--- src/pcar_ram.sv ---
// ----------------------------------------------------------------------------
// pcar_ram
// Single-port RAM, one address shared by write and registered read.
// ----------------------------------------------------------------------------
module pcar_ram #(
   parameter int WIDTH = 16,
   parameter int DEPTH = 16,
   localparam int AW = (DEPTH > 1) ? $clog2(DEPTH) : 1
) (
   input  logic             clock,
   input  logic             en,
   input  logic             we,
   input  logic [AW-1:0]    addr,
   input  logic [WIDTH-1:0] wdata,
   output logic [WIDTH-1:0] rdata
);

   logic [WIDTH-1:0] mem_ff [DEPTH];
   logic [WIDTH-1:0] rdata_ff;

   always_ff @(posedge clock) begin
      if (en) begin
         if (we) begin
            mem_ff[addr] <= wdata;
         end
         rdata_ff <= mem_ff[addr];
      end
   end

   assign rdata = rdata_ff;

endmodule

--- config.mk ---
export PLATFORM = sky130hd
export DESIGN_NAME = pcar_ram
export DESIGN_NICKNAME = d
export VERILOG_FILES = /design/src/pcar_ram.sv
export SDC_FILE = /design/constraint.sdc
export NUM_CORES = 1
export LEC_CHECK = 0
export ABC_AREA = 1
export BUFFER_PORTS_ARGS = -buffer_cell sky130_fd_sc_hd__buf_2
export CORE_ASPECT_RATIO = 0.9
export CORE_MARGIN = 2
export CORE_UTILIZATION = 50
export CTS_CLUSTER_SIZE = 24
export DETAILED_ROUTE_END_ITERATION = 8
export MAX_ROUTING_LAYER = met4
export PLACE_DENSITY = 0.66
export SYNTH_ARGS = -nofsm -noshare
export SYNTH_HDL_FRONTEND = slang
export SYNTH_SLANG_ARGS = --single-unit
--- constraint.sdc ---
create_clock -name clock -period 3.4 [get_ports clock]
set_input_delay 0.68 -clock clock [delete_from_list [all_inputs] [get_ports clock]]
set_output_delay 0.68 -clock clock [all_outputs]
set_load 0.02 [all_outputs]
==> summary.md, run 1 <==
| Metric | Value |
|---|---|
| Status | `finished, final reports clean` |
| H-tree levels | `1` |
| Postcts setup bufs | `0` |
| CTS Buf Count | `28` |
| # DRC | `0` |
| Post-Synth Adder-Cell Area | `0%` |
| Setup CP Type | `flop to primary output` |
| # diodes | `0` |
| Initial Util | `50.6%` |
| CP Max Fanout | `1` |
| Port-buffer cells | `38` |
| Worst Path Arrival | `1.17 ns` |
| Hold Path Depth | `1` |
| Cts hold-fix bufs | `0` |
| Worst path max stage delay | `0.44 ns` |
| Sequential area share after synthesis | `72.2%` |
| CTS max path bufs | `3` |
| CTS tree | `done` |
| Post-Syn Nets | `1095` |
| Worst path required time | `2.72 ns` |
| Hold crit path type | `input port to flop` |
| Slowest stage cell, crit path | `edfxtp_1` |
| GRT Resource Usage Total | `22.1%` |
| Vias in the first global route | `6803` |
| Routed via count | `7150` |
| Core ar. | `22400 um^2` |
| Synthesized area per cell | `10.6 um^2` |
| Vias per inst | `4.97` |
| IO Count | `39` |
| Antenna violations before repair | `0` |
| Root Buffer | `clkbuf_16` |
| Max Clock Skew | `0.0119 ns` |
| XOR/XNOR Fraction of Synth Area | `0%` |
| RD Place Congestion | `0.809` |
| Sink Count | `272` |
| CTS clock-pin slew for the worst setup and hold paths | `0.06 ns` |
| Fin crit period | `1.85 ns` |
| Site row count | `52` |
| Fin Hold WS | `0.550 ns` |
| Most frequent cells in the layout | `nand2_1 (691), edfxtp_1 (272), inv_1 (38)` |
| Worst Path Buf+Inv | `1` |
| RSZ-0062 raised after global routing | `no` |
| Post-DRT Antenna Nets | `0` |
| CP cell instances | `buf_2` |
| Reg2reg path depth | `8` |
| Fmax achieved | `541 MHz` |
| Area growth, synth to finish | `12.7%` |
| Distinct cells, synth | `12` |
| VDD IR max | `0.000393 V` |
| WL final | `25.1 mm` |
| Die Y-Extent | `147 um` |
| Crit share post-route | `54.4%` |
| Leak | `5.40 nW` |
| Slew Limit Fails | `0` |
| Final Setup Violations | `0` |
| Final net count | `1142` |
| Compound-cell area share of the yosys netlist | `0%` |
| Share of layout cells above drive strength 1 | `10.9%` |
| Levels on crit path | `1` |
| Final TNS setup | `0 ns` |
| Fillers | `1919` |
| Main combinational cell family by area after synthesis | `simple AND/OR/NAND/NOR gates` |
| Simple-gate portion of the synthesized area | `23.7%` |
| Clock latency on the worst-skew pair | `0.54 ns` |
| Die area | `23900 um^2` |
| Die Span X | `163 um` |
| First-pass GRT wire length | `38.6 mm` |
| Max Cap Viol | `0` |
| Post-synthesis mux area share | `0%` |
| First-pass DRT Iterations | `5` |
| Crit end category | `primary output` |
| Yosys Warn Count | `0` |
| FF+latch count, synth | `272` |
| Synthesized area | `11300 um^2` |
| Post-DP HPWL | `14.6 mm` |
| Post-Synthesis Cells | `1072` |
| Largest net degree at the start of global routing | `127` |
| Fin. Hold Viols | `0` |
| Total gr overflow | `0` |
| Most common cell after layout, fill and taps aside | `nand2_1` |
| Power Density | `563 nW/um^2` |
| Violation count after the first detailed-route iteration | `659` |
| Least-Margin Pin Slew | `0.744 ns` |
| Slew HR | `50.4%` |
| Resized cells post-CTS | `0` |
| Routed len/inst | `17.4 um` |
| Worst Setup Start Kind | `flop` |
| Family with the most delay on the worst path | `flip-flops` |
report_power, final:
part           switching [W]  internal, W
registers          0.0000143      0.00375
clock network        0.00121      0.00178
logic               0.000320     0.000109
stage by stage:
step / util, % / cells / worst slack (ns) / total power [W] / instance area (um^2)
finish: 57.0 / 1438 / 1.55 / 0.00718 / 12800
global route: 57.0 / 1438 / 1.46 / 0.00741 / 12800
CTS: 57.0 / 1438 / 1.55 / 0.00723 / 12800
detailed placement: 53.0 / 1386 / 1.03 / 0.00427 / 11900
global placement: 53.0 / 1386 / 1.02 / 0.00426 / 11900
floorplan: - / 1072 / 1.03 / 0.00410 / 11300
cell usage after synthesis:
cell type  instances  share of area (%)
nand2_1          691                 23
buf_8              1               0.13
nor2_2             2               0.11
clkbuf_1           5               0.17
inv_4              1              0.055
inv_1             39                1.3
buf_2             28                1.2
edfxtp_1         272                 72
buf_4              2               0.13
nor2_1            16               0.53
buf_6             11                1.1
nand3_1            4               0.18
state kept, by name (all words and copies together), names as in the netlist:
signal / cells
mem_ff: 256
rdata: 16
worst register-to-register path, cell delays in order (launching register included):
cell      delay (ns)
edfxtp_1        0.37
nand2_1         0.08
nand2_1         0.06
nand2_1         0.05
nand2_1         0.07
nand2_1         0.06
nand2_1         0.06
inv_1           0.05
nand2_1         0.13
cell type report:
type                       instances  area [um^2]  share of cell area [%]
multi-input combinational        713         2730                    21.4
timing repair buffer              64          438                    3.43
tap                              297          372                    2.91
clock inverter                    16          149                    1.17
clock buffer                      36          752                    5.89
inverter                          40          153                    1.20
sequential                       272         8170                    64.0
cells by family (layout without fill, tap and decap cells):
group,after synthesis,after routing
buffers and inverters,87,156
flip-flops,272,272
AND/OR/NAND/NOR,713,713
worst paths after layout:
| check | start | endpoint | slack [ns] |
|---|---|---|---|
| setup / recovery | rdata[11] | rdata[11] | 1.55 |
| hold / removal | wdata[9] | mem_ff[3][9] | 0.55 |
| setup reg to reg | mem_ff[3][13] | rdata[13] | 2.18 |
| hold reg to reg | mem_ff[12][11] | rdata[11] | 0.79 |
metal layers:
metal	share of wire, %	track usage [%]	up-vias	wire length [um]
li1	-	-	3537	-
met1	43	30.6	3306	10900
met2	46	34.1	245	11500
met3	7.5	3.30	62	1880
met4	3.3	7.39	0	818
met5	0	-	-	0
No activity file was read; power rests on OpenSTA's default activity.
==> run 2: changes to the inputs <==
- ABC_AREA: 1 -> 0
- PLACE_DENSITY: 0.66 -> 0.69
- clock period: 3.4 -> 1.5 ns (I/O delays scaled with it)
==> run 2 against run 1 <==
Sequential share of layout area up 2.0 points. Total power rose by 120%. Sequential cell count is the same. Largest cell class unchanged. Worst hold slack worse by 0.41 ns.
==> summary.md, run 2 <==
| Metric | Value |
|---|---|
| Post-synthesis mux area share | `14.1%` |
| Crit share post-route | `96.1%` |
| Worst Setup Start Kind | `flop` |
| Die area | `21700 um^2` |
| Core ar. | `20000 um^2` |
| Fin crit period | `1.44 ns` |
| First-pass GRT wire length | `31.6 mm` |
| First-pass DRT Iterations | `5` |
| # DRC | `0` |
| Post-Syn Nets | `460` |
| CTS clock-pin slew for the worst setup and hold paths | `0.06 ns` |
| Placed cell count | `774` |
| Fin. Hold Viols | `0` |
| Min-Delay Endpoint | `mem_ff[14][4]` |
| Clock latency on the worst-skew pair | `0.53 ns` |
| Vias per inst | `5.99` |
| Primary FF master, synth | `edfxtp_1` |
| Final net count | `570` |
| Fin Hold WS | `0.137 ns` |
| Synth top area cells | `edfxtp_1 (80%), mux4_2 (14%), a22oi_1 (1.9%)` |
| Root Buffer | `clkbuf_16` |
| Initial Util | `51.1%` |
| Die Y-Extent | `140 um` |
| Site row count | `49` |
| CTS tree | `done` |
| Post-synth top area share | `79.7%` |
| Post-DRT Antenna Nets | `0` |
| Largest net degree at the start of global routing | `30` |
| Worst Path Buf+Inv | `1` |
| WL final | `21.2 mm` |
| Post-Synth Adder-Cell Area | `0%` |
| GRT Resource Usage Total | `20.8%` |
| Least-Margin Pin Slew | `1.11 ns` |
| Postcts setup bufs | `0` |
| Area growth, synth to finish | `20.7%` |
| Post-Synthesis Cells | `437` |
| CTS max path bufs | `3` |
| Fillers | `1383` |
| FF+latch count, synth | `272` |
| CP Max Fanout | `1` |
| RSZ-0062 raised after global routing | `no` |
| Biggest area consumer among synthesized cells | `edfxtp_1` |
| Compound-cell area share of the yosys netlist | `2.64%` |
| Routed len/inst | `25.7 um` |
| Most flop-heavy register | `mem_ff` |
| Pre-CTS WS | `-0.430 ns` |
| Family with the most delay on the worst path | `flip-flops` |
| Most frequent cells after synthesis | `edfxtp_1 (272), mux4_2 (64), a22oi_1 (26), nand2_1 (18), nor2_1 (13)` |
| Max FFs per register | `256` |
| Main combinational cell family by area after synthesis | `multiplexers` |
| Synthesized area per cell | `23.4 um^2` |
| Crit end category | `primary output` |
| Worst path required time | `1.20 ns` |
| Routed via count | `4928` |
| Post-DP HPWL | `13.0 mm` |
| Distinct cells, synth | `19` |
| Leak | `4.08 nW` |
| Most frequent cells in the layout | `edfxtp_1 (272), mux4_2 (64), buf_4 (51)` |
| Simple-gate portion of the synthesized area | `1.93%` |
| Worst path max stage delay | `0.42 ns` |
| Status | `finished, final reports clean` |
| Slew HR | `25.4%` |
| VDD IR max | `0.00108 V` |
| Fmax achieved | `693 MHz` |
| R2R setup slack | `0.09 ns` |
| Port-buffer cells | `38` |
| Most common cell after layout, fill and taps aside | `edfxtp_1` |
| Yosys Warn Count | `0` |
| Post-synth EDFFs | `272` |
| Dpl cell area | `11500 um^2` |
| CP cell instances | `buf_2` |
| Capturing point of the worst reg2reg path | `rdata[4]` |
| Sequential area share after synthesis | `79.7%` |
| Hold crit path type | `input port to flop` |
| Post-Layout Inst Area | `12400 um^2` |
| Cts hold-fix bufs | `0` |
| Hold Path Depth | `1` |
| Non-filler cells in the finished layout | `823` |
| Reg-to-reg critical path startpoint | `mem_ff[0][4]` |
| IO Count | `39` |
| Total gr overflow | `0` |
| Worst Path Arrival | `1.14 ns` |
| Violation count after the first detailed-route iteration | `624` |
| Share of layout cells above drive strength 1 | `41.6%` |
| Final Setup Violations | `0` |
| Resized cells post-CTS | `0` |
| Slew Limit Fails | `0` |
| H-tree levels | `1` |
| FFs w/ async S/R, synth | `0%` |
| Antenna violations before repair | `0` |
| Sink Count | `272` |
| Reg2reg path depth | `3` |
| RD Place Congestion | `0.790` |
| Vias in the first global route | `5042` |
| Max Cap Viol | `0` |
| Slowest stage cell, crit path | `edfxtp_1` |
| CTS Buf Count | `26` |
| Max Clock Skew | `0.0176 ns` |
| Synthesized area | `10200 um^2` |
| XOR/XNOR Fraction of Synth Area | `0%` |
| Most frequent cell after synthesis | `edfxtp_1` |
| Min-Delay Startpoint | `wdata[4]` |
| Fin util | `61.7%` |
| Die Span X | `155 um` |
| Power Density | `1300 nW/um^2` |
| Final setup margin | `0.0578 ns` |
| Setup CP Type | `flop to primary output` |
-- run 2: cell count changes after synthesis, sizes merged, moves of 3 or more --
cell | previous run | this run
buf | 42 | 17
nand3 | 4 | 0
nor2 | 18 | 13
a22oi | 0 | 32
nand2 | 691 | 18
inv | 40 | 0
nor3 | 0 | 4
clkbuf | 5 | 8
mux4 | 0 | 64
-- run 2: cell type report --
type	count	area (um^2)	share of cell area [%]
Antenna cell	1	2.50	0.0202
Clock buffer	27	654	5.29
Clock inverter	21	234	1.89
Multi-Input combinational cell	140	2040	16.5
Sequential cell	272	8170	66.1
Tap cell	255	319	2.58
Timing Repair Buffer	107	948	7.67
-- run 2: logic make-up (layout without fill, tap and decap cells) --
logic type,Yosys count,after routing
flip-flops,272,272
multiplexers,64,64
AND/OR/NAND/NOR,44,44
AO/OA/AOI/OAI,32,32
buffers and inverters,25,155
other,0,1
-- run 2: per-layer routing --
metal  part of all wire [%]  global-route usage [%]  wire length, um
met5                      0                       -                0
met1                     44                    31.7             9380
met3                    7.2                    3.21             1530
met4                    2.2                    4.92              471
met2                     46                    30.2             9780
-- run 2: how the worst max path moves through the flow --
stage,from,cells past startpoint,end
2_1_floorplan,addr[1],5,mem_ff[2][0]
3_3_place_gp,addr[0],6,mem_ff[0][14]
3_5_place_dp,addr[0],6,mem_ff[0][1]
4_1_cts,rdata[14],1,rdata[14]
5_1_grt,mem_ff[3][15],3,rdata[15]
6_report,rdata[1],1,rdata[1]
-- run 2: power breakdown --
| group | total [W] | leakage [nW] | internal (W) | switching (W) |
|---|---|---|---|---|
| clock | 0.00669 | 0.444 | 0.00403 | 0.00267 |
| sequential | 0.00853 | 2.47 | 0.00850 | 0.0000334 |
| combinational | 0.000842 | 1.17 | 0.000358 | 0.000484 |
| total | 0.0161 | 4.08 | 0.0129 | 0.00318 |
-- run 2: per-stage QoR --
| stage | TNS [ns] | power [W] |
|---|---|---|
| 2_1_floorplan | -87.54 | 0.00918 |
| 3_3_place_gp | -77.03 | 0.00951 |
| 3_5_place_dp | -79.61 | 0.00954 |
| 4_1_cts | 0 | 0.0162 |
| 5_1_grt | 0 | 0.0165 |
| 6_report | 0 | 0.0161 |
